### config.mk
export PLATFORM = sky130hd
export DESIGN_NAME = gf256_poly_mac_multi_key_stream_core
export DESIGN_NICKNAME = d
export VERILOG_FILES = /design/src/gpmac_pkg.sv /design/src/gpmac_cell.sv /design/src/gf256_poly_mac_multi_key_stream_core.sv
export SDC_FILE = /design/constraint.sdc
export NUM_CORES = 1
export LEC_CHECK = 0
export ABC_CLOCK_PERIOD_IN_PS = 6300
export BUFFER_PORTS_ARGS = -buffer_cell sky130_fd_sc_hd__buf_2
export CORE_ASPECT_RATIO = 2
export CORE_MARGIN = 10
export CORE_UTILIZATION = 60
export CTS_BUF_LIST = sky130_fd_sc_hd__clkbuf_8
export CTS_CLUSTER_SIZE = 20
export DETAILED_ROUTE_END_ITERATION = 8
export PLACE_DENSITY_LB_ADDON = 0.05
export SLEW_MARGIN = 10
export SYNTH_ARGS = -nofsm -noshare
export SYNTH_HDL_FRONTEND = slang
export SYNTH_SLANG_ARGS = --single-unit
### constraint.sdc
create_clock -name clk_i -period 6.3 [get_ports clk_i]
set_input_delay 0 -clock clk_i [delete_from_list [all_inputs] [get_ports clk_i]]
set_output_delay 0 -clock clk_i [all_outputs]
set_load 0.005 [all_outputs]
### src/gpmac_pkg.sv
// ----------------------------------------------------------------------------
// GF(2^8) MAC package
// Shared constants, cell control struct and the GF(2^8) multiply.
// ----------------------------------------------------------------------------
`default_nettype none

package gpmac_pkg;

  localparam int unsigned LANE_CAP = 4;
  localparam int unsigned BYTE_W   = 8;
  localparam int unsigned LEN_W    = 16;
  localparam int unsigned NKEY_W   = 3;
  localparam int unsigned IDX_W    = 2;
  localparam int unsigned CFG_IX_W = 3;

  // Low byte of the reduction polynomial 0x11B.
  localparam logic [BYTE_W-1:0] POLY_LOW = 8'h1B;

  // Configuration register indexes.
  localparam logic [CFG_IX_W-1:0] REG_BLOCK_LEN = 3'd0;
  localparam logic [CFG_IX_W-1:0] REG_NUM_KEYS  = 3'd1;
  localparam logic [CFG_IX_W-1:0] REG_KEY_ZERO  = 3'd2;
  localparam logic [CFG_IX_W-1:0] REG_KEY_ONE   = 3'd3;
  localparam logic [CFG_IX_W-1:0] REG_KEY_TWO   = 3'd4;
  localparam logic [CFG_IX_W-1:0] REG_KEY_THREE = 3'd5;

  localparam logic [LEN_W-1:0]  BLOCK_LEN_RST = 16'd16;
  localparam logic [NKEY_W-1:0] NUM_KEYS_RST  = 3'd1;
  localparam logic [BYTE_W-1:0] KEY_RST       = 8'd1;

  typedef struct packed {
    logic accept;   // a data byte is taken this cycle
    logic first;    // the byte is the first of its block
    logic blk_end;  // the byte closes its block
    logic shift;    // the head of the result chain is taken this cycle
  } cell_ctrl_t;

  function automatic logic [BYTE_W-1:0] gf_mul(input logic [BYTE_W-1:0] a,
                                                input logic [BYTE_W-1:0] b);
    logic [BYTE_W-1:0] x;
    logic [BYTE_W-1:0] r;
    x = a;
    r = '0;
    for (int i = 0; i < BYTE_W; i++) begin
      if (b[i]) begin
        r = r ^ x;
      end
      x = x[BYTE_W-1] ? ({x[BYTE_W-2:0], 1'b0} ^ POLY_LOW) : {x[BYTE_W-2:0], 1'b0};
    end
    return r;
  endfunction

endpackage

`default_nettype wire

### src/gpmac_cell.sv
// ----------------------------------------------------------------------------
// GF(2^8) MAC key cell
// One key lane: accumulator and running key power, plus one stage of the
// result chain that hands finished MACs toward the output.
// ----------------------------------------------------------------------------
`default_nettype none

module gpmac_cell (
  input  wire logic                             clk_i,
  input  wire logic                             rst_ni,
  input  wire gpmac_pkg::cell_ctrl_t            ctrl_i,
  input  wire logic [gpmac_pkg::BYTE_W-1:0]     data_byte_i,
  input  wire logic [gpmac_pkg::BYTE_W-1:0]     key_i,
  input  wire logic [gpmac_pkg::BYTE_W-1:0]     snap_next_i,
  output logic      [gpmac_pkg::BYTE_W-1:0]     snap_o
);

  logic [gpmac_pkg::BYTE_W-1:0] acc_q, acc_d;
  logic [gpmac_pkg::BYTE_W-1:0] pow_q, pow_d;
  logic [gpmac_pkg::BYTE_W-1:0] snap_q, snap_d;
  logic [gpmac_pkg::BYTE_W-1:0] pow_use;
  logic [gpmac_pkg::BYTE_W-1:0] acc_sum;

  // At block start the power restarts from the key itself.
  assign pow_use = ctrl_i.first ? key_i : pow_q;
  assign acc_sum = acc_q ^ gpmac_pkg::gf_mul(data_byte_i, pow_use);

  always_comb begin
    acc_d  = acc_q;
    pow_d  = pow_q;
    snap_d = snap_q;
    if (ctrl_i.accept) begin
      pow_d = gpmac_pkg::gf_mul(pow_use, key_i);
      acc_d = ctrl_i.blk_end ? '0 : acc_sum;
    end
    if (ctrl_i.accept && ctrl_i.blk_end) begin
      snap_d = acc_sum;
    end else if (ctrl_i.shift) begin
      snap_d = snap_next_i;
    end
  end

  always_ff @(posedge clk_i or negedge rst_ni) begin
    if (!rst_ni) begin
      acc_q <= '0;
      pow_q <= '0;
    end else begin
      acc_q <= acc_d;
      pow_q <= pow_d;
    end
  end

  always_ff @(posedge clk_i) begin
    snap_q <= snap_d;
  end

  assign snap_o = snap_q;

endmodule

`default_nettype wire

### src/gf256_poly_mac_multi_key_stream_core.sv
// Latency: the first MAC of a block is shown the cycle after its closing byte beat.
// Throughput: one byte per cycle; all key cells update in parallel.
// A block-closing byte stalls while the previous block's MACs, drained one per
// cycle through the cell chain unless the output stalls, still hold more than
// the one being taken.
// Reset clears accumulators, position and counters and restores the config defaults.
// ----------------------------------------------------------------------------
// GF(2^8) multi-key polynomial MAC core
// Streams bytes through a row of key cells and drains finished MACs in key order.
// ----------------------------------------------------------------------------
`default_nettype none

module gf256_poly_mac_multi_key_stream_core #(
  parameter int unsigned MAX_KEYS = 4
) (
  input  wire logic                              clk_i,
  input  wire logic                              rst_ni,
  // configuration write channel
  input  wire logic                              cfg_valid_i,
  output logic                                   cfg_ready_o,
  input  wire logic [gpmac_pkg::CFG_IX_W-1:0]    cfg_index_i,
  input  wire logic [gpmac_pkg::LEN_W-1:0]       cfg_data_i,
  // byte input
  input  wire logic                              in_valid_i,
  output logic                                   in_stall_o,
  input  wire logic [gpmac_pkg::BYTE_W-1:0]      data_byte_i,
  input  wire logic                              end_of_stream_i,
  // MAC output
  output logic                                   out_valid_o,
  input  wire logic                              out_stall_i,
  output logic      [gpmac_pkg::BYTE_W-1:0]      mac_value_o,
  output logic      [gpmac_pkg::IDX_W-1:0]       key_index_o,
  output logic                                   last_of_row_o
);

  localparam int unsigned LANES = (MAX_KEYS < gpmac_pkg::LANE_CAP) ? MAX_KEYS
                                                                   : gpmac_pkg::LANE_CAP;
  localparam int unsigned CNT_W = $clog2(LANES + 1);

  // configuration registers
  logic [gpmac_pkg::LEN_W-1:0]  block_len_q;
  logic [gpmac_pkg::NKEY_W-1:0] num_keys_q;
  logic [gpmac_pkg::BYTE_W-1:0] keys_q [gpmac_pkg::LANE_CAP];

  logic [gpmac_pkg::LEN_W-1:0]  pos_q, pos_d;
  logic [CNT_W-1:0]             cnt_q, cnt_d;
  logic [gpmac_pkg::IDX_W-1:0]  idx_q, idx_d;

  logic [gpmac_pkg::LEN_W:0]    pos_inc;
  logic [gpmac_pkg::LEN_W:0]    len_eff;
  logic [CNT_W-1:0]             active;
  logic                         blk_end;
  logic                         in_acc;
  logic                         out_acc;
  logic                         chain_free;
  gpmac_pkg::cell_ctrl_t        ctrl;
  logic [gpmac_pkg::BYTE_W-1:0] snap [LANES];

  assign cfg_ready_o = 1'b1;

  always_ff @(posedge clk_i or negedge rst_ni) begin
    if (!rst_ni) begin
      block_len_q <= gpmac_pkg::BLOCK_LEN_RST;
      num_keys_q  <= gpmac_pkg::NUM_KEYS_RST;
      for (int k = 0; k < gpmac_pkg::LANE_CAP; k++) begin
        keys_q[k] <= gpmac_pkg::KEY_RST;
      end
    end else if (cfg_valid_i) begin
      case (cfg_index_i)
        gpmac_pkg::REG_BLOCK_LEN: block_len_q <= cfg_data_i;
        gpmac_pkg::REG_NUM_KEYS:  num_keys_q  <= cfg_data_i[gpmac_pkg::NKEY_W-1:0];
        gpmac_pkg::REG_KEY_ZERO:  keys_q[0]   <= cfg_data_i[gpmac_pkg::BYTE_W-1:0];
        gpmac_pkg::REG_KEY_ONE:   keys_q[1]   <= cfg_data_i[gpmac_pkg::BYTE_W-1:0];
        gpmac_pkg::REG_KEY_TWO:   keys_q[2]   <= cfg_data_i[gpmac_pkg::BYTE_W-1:0];
        gpmac_pkg::REG_KEY_THREE: keys_q[3]   <= cfg_data_i[gpmac_pkg::BYTE_W-1:0];
        default: ;
      endcase
    end
  end

  // A zero block length or key count acts as one; the key count is clamped to LANES.
  always_comb begin
    len_eff = (block_len_q == '0) ? (gpmac_pkg::LEN_W+1)'(1) : {1'b0, block_len_q};
    if (num_keys_q == '0) begin
      active = CNT_W'(1);
    end else if (num_keys_q > gpmac_pkg::NKEY_W'(LANES)) begin
      active = CNT_W'(LANES);
    end else begin
      active = CNT_W'(num_keys_q);
    end
  end

  assign pos_inc    = {1'b0, pos_q} + (gpmac_pkg::LEN_W+1)'(1);
  assign blk_end    = (pos_inc >= len_eff) || end_of_stream_i;
  assign out_acc    = out_valid_o && !out_stall_i;
  // The chain can take a new block once it holds at most the MAC leaving now.
  assign chain_free = (cnt_q == '0) || ((cnt_q == CNT_W'(1)) && out_acc);
  assign in_stall_o = blk_end && !chain_free;
  assign in_acc     = in_valid_i && !in_stall_o;

  assign ctrl.accept  = in_acc;
  assign ctrl.first   = (pos_q == '0);
  assign ctrl.blk_end = blk_end;
  assign ctrl.shift   = out_acc;

  always_comb begin
    pos_d = pos_q;
    cnt_d = cnt_q;
    idx_d = idx_q;
    if (in_acc) begin
      pos_d = blk_end ? '0 : pos_inc[gpmac_pkg::LEN_W-1:0];
    end
    if (in_acc && blk_end) begin
      cnt_d = active;
      idx_d = '0;
    end else if (out_acc) begin
      cnt_d = cnt_q - CNT_W'(1);
      idx_d = idx_q + gpmac_pkg::IDX_W'(1);
    end
  end

  always_ff @(posedge clk_i or negedge rst_ni) begin
    if (!rst_ni) begin
      pos_q <= '0;
      cnt_q <= '0;
      idx_q <= '0;
    end else begin
      pos_q <= pos_d;
      cnt_q <= cnt_d;
      idx_q <= idx_d;
    end
  end

  for (genvar k = 0; k < LANES; k++) begin : g_cell
    logic [gpmac_pkg::BYTE_W-1:0] snap_next;
    if (k == LANES - 1) begin : g_tail
      assign snap_next = '0;
    end else begin : g_link
      assign snap_next = snap[k+1];
    end
    gpmac_cell u_cell (
      .clk_i       (clk_i),
      .rst_ni      (rst_ni),
      .ctrl_i      (ctrl),
      .data_byte_i (data_byte_i),
      .key_i       (keys_q[k]),
      .snap_next_i (snap_next),
      .snap_o      (snap[k])
    );
  end

  assign out_valid_o   = (cnt_q != '0);
  assign mac_value_o   = snap[0];
  assign key_index_o   = idx_q;
  assign last_of_row_o = (cnt_q == CNT_W'(1));

endmodule

`default_nettype wire

# == Word-level counts from Yosys, hierarchy flattened ==
# Index checks and enable logic that the tools add are counted.
# op_classes
addsub,3
n_mul,0
div_mod_pow,0
order_cmp,2
n_eq_ne,6
shifts,0
muxes,151
n_bitwise,95
reduce_logical,23
# ops
op,n
8-bit 2-to-1 mux,108
8-bit XOR,60
5-bit 2-to-1 mux,35
4-bit NOT,35
16-bit logical NOT,2
16-bit 2-to-1 mux,2
16-bit by 1-bit adder with 17-bit output (second input constant),1
17-bit by 16-bit >= comparator with 1-bit output,1
3-bit 2-to-1 mux,4
2-bit AND reduction,6
3-bit logical NOT,3
3-bit by 1-bit == test with 1-bit output (second input constant),2
3-bit by 2-bit == test with 1-bit output (second input constant),2
3-bit == test (second input constant),2
1-bit logical AND,5
2-bit 2-to-1 mux,2
3-bit greater-than comparator (second input constant),1
1-bit logical NOT,3
3-bit nonzero test,1
3-bit by 1-bit subtractor with 3-bit output (second input constant),1
2-bit by 1-bit adder with 2-bit output (second input constant),1
1-bit logical OR,2
2-bit nonzero test,1
# word_totals
ff_bits,168
latch_bits,0
ramBits,0
romBits,0
inputBits,33
n_memories,0

# == Logic depth before layout (Yosys ltp) ==
# Gate-level depths: netlist of the first run.
# depth
depth_word,29
ltp_mapped,18
ltp_nobuf,15

# == Modules after synthesis ==
# From an unflattened synthesis of the first run, not the netlist that was laid out.
# unflattened
cells_unflattened,2262
hier_area_um2,19228.4
# by_module_without_submodules
module,n_inst,cells_each,area_each_um2,seq_area_each_um2
gpmac_cell (g_cell[1].u_cell ...),3,474,3847.4,640.6
gpmac_cell (g_cell[0].u_cell),1,481,3940.0,640.6
gf256_poly_mac_multi_key_stream_core,1,359,3746.1,1809.2

# == Worst setup path after synthesis of the first run ==
# No wires, ideal clock.
# synth_path
path_type,reg2reg
startpoint,reg pos_q[2] (netlist name)
endpoint,"reg g_cell[0].u_cell.snap_q, in the netlist g_cell[0].u_cell.snap_o[0] (enable)"
arrival_time_ns,3.990
setup_slack_ns,1.920
path_stages_with_launch,18
n_path_buf,4
period_less_slack_ns,4.380
cell_sequence,dfrtp_1 > buf_6 > and3_1 > and3_1 > nand3_1 > nor2_1 > nand3_1 > xnor2_1 > ha_1 > nand4_1 > o41ai_1 > a31oi_1 > and2_1 > or2_2 > clkbuf_1 > clkbuf_1 > clkbuf_1 > nand2_1
# synth_via
elab_chain_len,8
# synth_lines
element,line_no,text
from (decl),gf256_poly_mac_multi_key_stream_core.sv:45,"logic [gpmac_pkg::LEN_W-1:0] pos_q, pos_d;"
from (signal assigned),gf256_poly_mac_multi_key_stream_core.sv:128,pos_q <= pos_d;
16-bit by 1-bit adder with 17-bit output (*),gf256_poly_mac_multi_key_stream_core.sv:93,"assign pos_inc = {1'b0, pos_q} + (gpmac_pkg::LEN_W+1)'(1);"
17-bit by 16-bit >= comparator with 1-bit output (*),gf256_poly_mac_multi_key_stream_core.sv:94,assign blk_end = (pos_inc >= len_eff) || end_of_stream_i;
1-bit logical OR (*),gf256_poly_mac_multi_key_stream_core.sv:94,
1-bit logical AND,gf256_poly_mac_multi_key_stream_core.sv:98,assign in_stall_o = blk_end && !chain_free;
1-bit logical NOT,gf256_poly_mac_multi_key_stream_core.sv:99,assign in_acc = in_valid_i && !in_stall_o;
1-bit logical AND,gf256_poly_mac_multi_key_stream_core.sv:99,
1-bit logical AND (*),gpmac_cell.sv:36,if (ctrl_i.accept && ctrl_i.blk_end) begin
2-bit nonzero test (no line) (*),n/a,
to (signal assigned),gpmac_cell.sv:54,snap_q <= snap_d;
to (decl),gpmac_cell.sv:20,"logic [gpmac_pkg::BYTE_W-1:0] snap_q, snap_d;"
# Mark *: on every way between the ends. The rest lies on a longest branch, timed or not.
# A chain may end at the register's enable or synchronous reset.

# == Final worst setup path of the first run ==
# layout_path
startpoint,reg pos_q[2] (netlist name)
endpoint,"reg g_cell[2].u_cell.snap_q, in the netlist g_cell[2].u_cell.snap_o[0] (enable)"
# layout_via
elab_chain_len,8
# layout_lines
element,line_no
16-bit by 1-bit adder with 17-bit output (*),gf256_poly_mac_multi_key_stream_core.sv:93
17-bit by 16-bit >= comparator with 1-bit output (*),gf256_poly_mac_multi_key_stream_core.sv:94
1-bit logical OR (*),gf256_poly_mac_multi_key_stream_core.sv:94
1-bit logical AND,gf256_poly_mac_multi_key_stream_core.sv:98
1-bit logical NOT,gf256_poly_mac_multi_key_stream_core.sv:99
1-bit logical AND,gf256_poly_mac_multi_key_stream_core.sv:99
1-bit logical AND (*),gpmac_cell.sv:36
2-bit nonzero test (no line) (*),n/a
to (signal assigned),gpmac_cell.sv:54
to (decl),gpmac_cell.sv:20
# Marked as above.

==> results of run 1 <==
-- worst max-delay path: stages (launching register included) --
cell	delay (ps)
dfrtp_1	470
and3_1	240
and3_1	240
nand3_1	240
nor2_1	330
nand3_1	140
xnor2_1	170
ha_1	320
nand4_1	90
o41ai_1	350
a31oi_1	120
and2_1	220
or2_2	640
nand2_1	160
buf_4	390
-- logic make-up (layout without fill, tap and decap cells) --
kind of cell	count (synthesis)	in the layout	synth area share
compound gates	271	271	0.09416
xor+xnor	622	622	0.3189
fa+ha+maj	21	21	0.01528
buf+inv	175	152	0.04526
flops	168	168	0.2543
mux	139	139	0.09693
other cells	1	2	0.0002181
simple gates	725	725	0.1749
-- registers in the layout, indices dropped and copies added, names as in the netlist --
register,cells
block_len_q,16
key_index_o,2
keys_q,32
cnt_q,3
g_cell.u_cell.snap_o,32
num_keys_q,3
g_cell.u_cell.acc_q,32
g_cell.u_cell.pow_q,32
pos_q,16
-- layer usage --
layer / global-route usage / wire length, um / vias to the layer above
met2: 0.5090 / 27140 / 541
met4: 0.1708 / 3103 / 0
met3: 0.03901 / 2778 / 169
met1: 0.3004 / 18850 / 6971
met5: 0 / 0 / -
li1: - / - / 6833
-- area by class of cell --
| cell class | count | area [um2] |
|---|---|---|
| repair buffers | 93 | 651.9 |
| well taps | 356 | 445.4 |
| fillers | 2537 | 10170 |
| multi-input cells | 1779 | 12080 |
| inverters | 27 | 101.3 |
| flip-flops and latches | 168 | 4372 |
| clock inverters | 15 | 133.9 |
| clock buffers | 17 | 234.0 |
| diodes | 1 | 2.502 |
-- cell usage in the layout, fill, tap and decap left out, types with 8 or more instances in the layout --
master / synthesis / final
a21oi_1: 66 / 65
mux2i_2: 13 / 13
nor2_1: 209 / 209
nand2_1: 410 / 409
o22ai_1: 8 / 8
mux2i_1: 35 / 35
nand2b_1: 14 / 14
xor2_1: 140 / 139
a22oi_1: 16 / 16
buf_2: 26 / 44
edfxtp_1: 32 / 32
nor3_1: 18 / 18
clkbuf_8: 0 / 17
dlygate4sd3_1: 0 / 19
mux2_2: 79 / 79
buf_4: 4 / 28
o21ai_1: 8 / 8
a22o_1: 13 / 13
dfrtp_1: 130 / 130
inv_1: 27 / 28
nand3_1: 27 / 27
nor2b_1: 10 / 10
o21ai_0: 103 / 103
ha_1: 21 / 21
o211ai_1: 14 / 14
xnor2_1: 478 / 477
mux2i_4: 9 / 9
-- worst paths after layout --
kind	from	to
worst min-delay path	cfg_index_i[1]	block_len_q[4]
min in group asynchronous	rst_ni	key_index_o[1]
worst max register to register	pos_q[2]	g_cell[2].u_cell.snap_o[0]
worst min register to register	g_cell[3].u_cell.acc_q[0]	g_cell[3].u_cell.acc_q[0]
max in group asynchronous	rst_ni	keys_q[6]
worst max-delay path	pos_q[2]	g_cell[2].u_cell.snap_o[0]
-- stage by stage --
stage / hold slack [ps] / cells / worst slack (ps) / util
finish: 47.99 / 2456 / 1822 / 0.6391
detailed placement: 116.9 / 2404 / 1848 / 0.6192
global placement: 111.6 / 2404 / 1898 / 0.6192
floorplan: -295.6 / 2122 / 1920 / -
CTS: 31.90 / 2455 / 1802 / 0.6390
global route: 110.1 / 2456 / 1515 / 0.6391
==> metrics.cfg, run 1 <==
[timing]
setup_tns_ps=0
fin_crit_sh=0.7107
slew_headroom=0.2106
timing.fmax_ghz=0.2233
rsz0062_at_grt=false
hold_violations=0
skew_ps=16.55
slew_viol_final=0
worst_slew_pin_slew_ps=1151
finalCriticalPeriod_ps=4478
finalSetupViolCount=0

[synthesis]
synth_area_um2=17190
yosysWarnings=0
synth_edf_count=32
yosys.area.top_type_share=0.2435
synth_area_leaders=xnor2_1 24%, dfrtp_1 19%, nand2_1 9.0%
synth_top_area_cell=xnor2_1
syn-num-nets=2176
synth_cell_type_count=69
synth_commonest_cells=478 x xnor2_1, 410 x nand2_1, 209 x nor2_1
ys_async_sr_fraction=0.8095
ys.flop_type=dfrtp_1
ys_seq_elements=168
synth_seq_area_share=0.2543
syn_area_per_cell_um2=8.103
syn_inst=2122
synth_most_common_cell=xnor2_1

[detailed_routing]
vias=14510
drcViolationCount=0
drt-pass1-iter-count=5
ant_nets=0
drt-vias-per-instance=5.910
drtIter0Drc=960
wirelength_um=51870
routedWlPerCell_um=21.12

[grt]
grt_pass1_wl_um=81080
antenna_found_initial=1
grt_pass1_vias=14380
grt_max_degree=103
grt_usage=0.2812
grt_overflow=0

[cts]
post_cts_buffers=0
htreeDepth=4
ctsHoldBuffers=19
clkSinkCount=168
clock_path_buffers=2
clock_latency_ps=520
clk_pin_slew_ps=100
cts_buffers=17
cts_resized=0
tritoncts=yes
clockRootBuffer=clkbuf_8

[die]
die_y_um=259.4
start_util=0.6099
die_w_um=139.7
ios=47
rows=87
die-area_um2=36240
core_area_um2=28190

[worst_setup_path]
endpoint_kind=flop
rrSetupSlack_ps=1820
worstPathRequired_ps=6490
path_max_fanout=52
r2r_cells=14
start_kind=flop
crit_type=flop to flop
critPathArrivalTime_ps=4670

[cells_and_area]
syn2layout_area_growth_pct=4.795
drive_above_1_share=0.1101
stdcell_area_um2=18020
nets=2140

[hold_path]
worstHoldPathCells=5
hold_path_class=input pin to flop

[place]
numPortBuffers=45
hpwl_um=37200
routabilityCongestion=0.9443
dpl-instance-area_um2=17460

[run]
maxCapViolCount=0

[status]
outcome=complete, no violations

Power of run 1 is not shown: default switching activity piles up to over one toggle a cycle in this logic, so the estimate is an artifact.
==> run 2, diff against run 1 <==
ABC_CLOCK_PERIOD_IN_PS = 4500   (was 6300)
clock period = 4.5 ns   (was 6.3 ns; I/O delays follow)
==> run 2 against run 1 <==
Compared with the run above: register-to-register slack got worse by 1600 ps; flip-flop and latch count unchanged; cell count increased by 1.3%; core utilization increased by 1.1 points; via count increased by 0.59%; critical path type unchanged; largest cell class unchanged; highest routed layer unchanged.
==> metrics.cfg, run 2 (same netlist as run 1, synthesis figures left out) <==
[cells_and_area]
syn2layout_area_growth_pct=6.542  ; was 4.795%
final_common_cell=xnor2_1  ; unchanged
final_cell_mix=477 x xnor2_1, 409 x nand2_1, 209 x nor2_1  ; unchanged
drive_above_1_share=0.1216  ; was 0.1101
register_area_um2=4372  ; unchanged
multi_input_area_um2=12080  ; unchanged
nets=2171  ; was 2140
fill_cells=2477  ; was 2537

[grt]
antenna_found_initial=1  ; unchanged
grt_overflow=0  ; unchanged
grt_pass1_wl_um=80890  ; was 81080 um
grt_pass1_vias=14340  ; was 14380
grt_usage=0.2819  ; was 0.2812
grt_max_degree=90  ; was 103

[worst_setup_path]
critPathArrivalTime_ps=4550  ; was 4670 ps
critical_path.top_delay_family=simple AND/OR/NAND/NOR gates  ; unchanged
start_kind=flop  ; unchanged
critical_path_buf_inv_count=1  ; unchanged
crit_end=g_cell[0].u_cell.snap_o[3]  ; was g_cell[2].u_cell.snap_o[0]
crit_top_cell=and3_1
endpoint_kind=flop  ; unchanged
crit_type=flop to flop  ; unchanged
r2r-start=pos_q[2]  ; unchanged
cp.depth=13  ; was 14
r2r_cells=13  ; was 14
rrSetupSlack_ps=220  ; was 1820 ps
path_max_fanout=42  ; was 52
slowest_stage=dfrtp_1  ; was or2_2
crit_path_max_incr_delay_ps=480  ; was 640 ps
critPathLaunch=pos_q[2]  ; unchanged
worstPathRequired_ps=4770  ; was 6490 ps
crit_chain=and3_1, and3_1, nand3_1, nor2_1, xor2_1, ha_1, nand4_1, a311oi_1, o221ai_1, and2_1, or2_2, buf_4, mux2_2  ; was and3_1, and3_1, nand3_1, nor2_1, nand3_1, xnor2_1, ha_1, nand4_1, o41ai_1, a31oi_1, and2_1, or2_2, nand2_1, buf_4
r2r-end=g_cell[0].u_cell.snap_o[3]  ; was g_cell[2].u_cell.snap_o[0]

[die]
ios=47  ; unchanged
core_area_um2=28190  ; unchanged
die_w_um=139.7  ; unchanged
die-area_um2=36240  ; unchanged
start_util=0.6099  ; unchanged
die_y_um=259.4  ; unchanged
rows=87  ; unchanged

[timing]
setup_tns_ps=0  ; unchanged
slew_headroom=0.1695  ; was 0.2106
timing.fmax_ghz=0.2339  ; was 0.2233 GHz
worst_slew_pin_slew_ps=1237  ; was 1151 ps
hold_violations=0  ; unchanged
rsz0062_at_grt=false  ; unchanged
fin_crit_sh=0.9503  ; was 0.7107
slew_viol_final=0  ; unchanged
finalCriticalPeriod_ps=4276  ; was 4478 ps
hold_ws_ps=35.01  ; was 47.99 ps
layout_setup_ws_ps=223.9  ; was 1822 ps
finalSetupViolCount=0  ; unchanged
skew_ps=14.78  ; was 16.55 ps

[cts]
htreeDepth=4  ; unchanged
clkSinkCount=168  ; unchanged
post_cts_buffers=0  ; unchanged
clk_pin_slew_ps=90  ; was 100 ps
clockRootBuffer=clkbuf_8  ; unchanged
clock_path_buffers=2  ; unchanged
tritoncts=yes  ; unchanged
clock_latency_ps=530  ; was 520 ps
cts_buffers=17  ; unchanged

[place]
numPortBuffers=45  ; unchanged
routabilityCongestion=0.9922  ; was 0.9443
hpwl_um=38140  ; was 37200 um
place_worst_setup_slack_ps=309.7  ; was 1848 ps

[detailed_routing]
drcViolationCount=0  ; unchanged
vias=14600  ; was 14510
routedWlPerCell_um=20.83  ; was 21.12 um
wirelength_um=51800  ; was 51870 um
ant_nets=0  ; unchanged
drt-vias-per-instance=5.871  ; was 5.910
drtIter0Drc=878  ; was 960
drt-pass1-iter-count=6  ; was 5

[run]
maxCapViolCount=0  ; unchanged

[hold_path]
hold_path_class=input pin to flop  ; unchanged

[status]
outcome=complete, no violations  ; unchanged

==> run 2: cell count changes in the layout (fill, tap and decap cells not counted), sizes merged <==
cell	previous run	this run
clkinv	2	5
buf	74	105
bufinv	0	4
inv	37	33
clkinvlp	3	0
==> run 2: worst min-delay path: stages <==
cell	delay, ps
buf_2	150
nor2_1	190
o21ai_0	180
==> run 2: repair_timing <==
action,CTS,global route
endpoints found under the hold margin,149,0
resized for setup,0,0
hold buffers,19,0
==> run 2: how the worst min path moves through the flow <==
stage,start,end,slack (ps),cells past startpoint
2_1_floorplan,rst_ni,block_len_q[0],-300,0
3_3_place_gp,rst_ni,key_index_o[1],160,1
3_5_place_dp,rst_ni,key_index_o[1],160,1
4_1_cts,cfg_index_i[0],keys_q[30],20,3
5_1_grt,cfg_index_i[0],keys_q[30],80,3
6_report,cfg_index_i[0],keys_q[30],40,3
==> run 2: cell type report <==
cell class	instances	area share
Multi-Input combinational cell	1779	0.6593
Sequential cell	168	0.2386
Timing Repair Buffer	124	0.04897
Tap cell	356	0.02432
Clock buffer	17	0.01277
Clock inverter	15	0.01031
Inverter	27	0.005532
Antenna cell	1	0.0001366
==> run 2: per-layer routing <==
layer | part of all wire | track usage | routed length, um
met1 | 0.36 | 0.2896 | 18440
met2 | 0.52 | 0.5147 | 27160
met3 | 0.045 | 0.03553 | 2326
met4 | 0.075 | 0.1970 | 3879
met5 | 0 | 0 | 0
==> run 2: through the flow <==
step                cell area [um2]  instances    util
global placement              17700       2435  0.6279
detailed placement            17700       2435  0.6279
finish                        18320       2487  0.6498
global route                  18320       2487  0.6498
CTS                           18320       2486  0.6497
floorplan                     17190       2122       -
Power of run 2 is left out for the same reason.
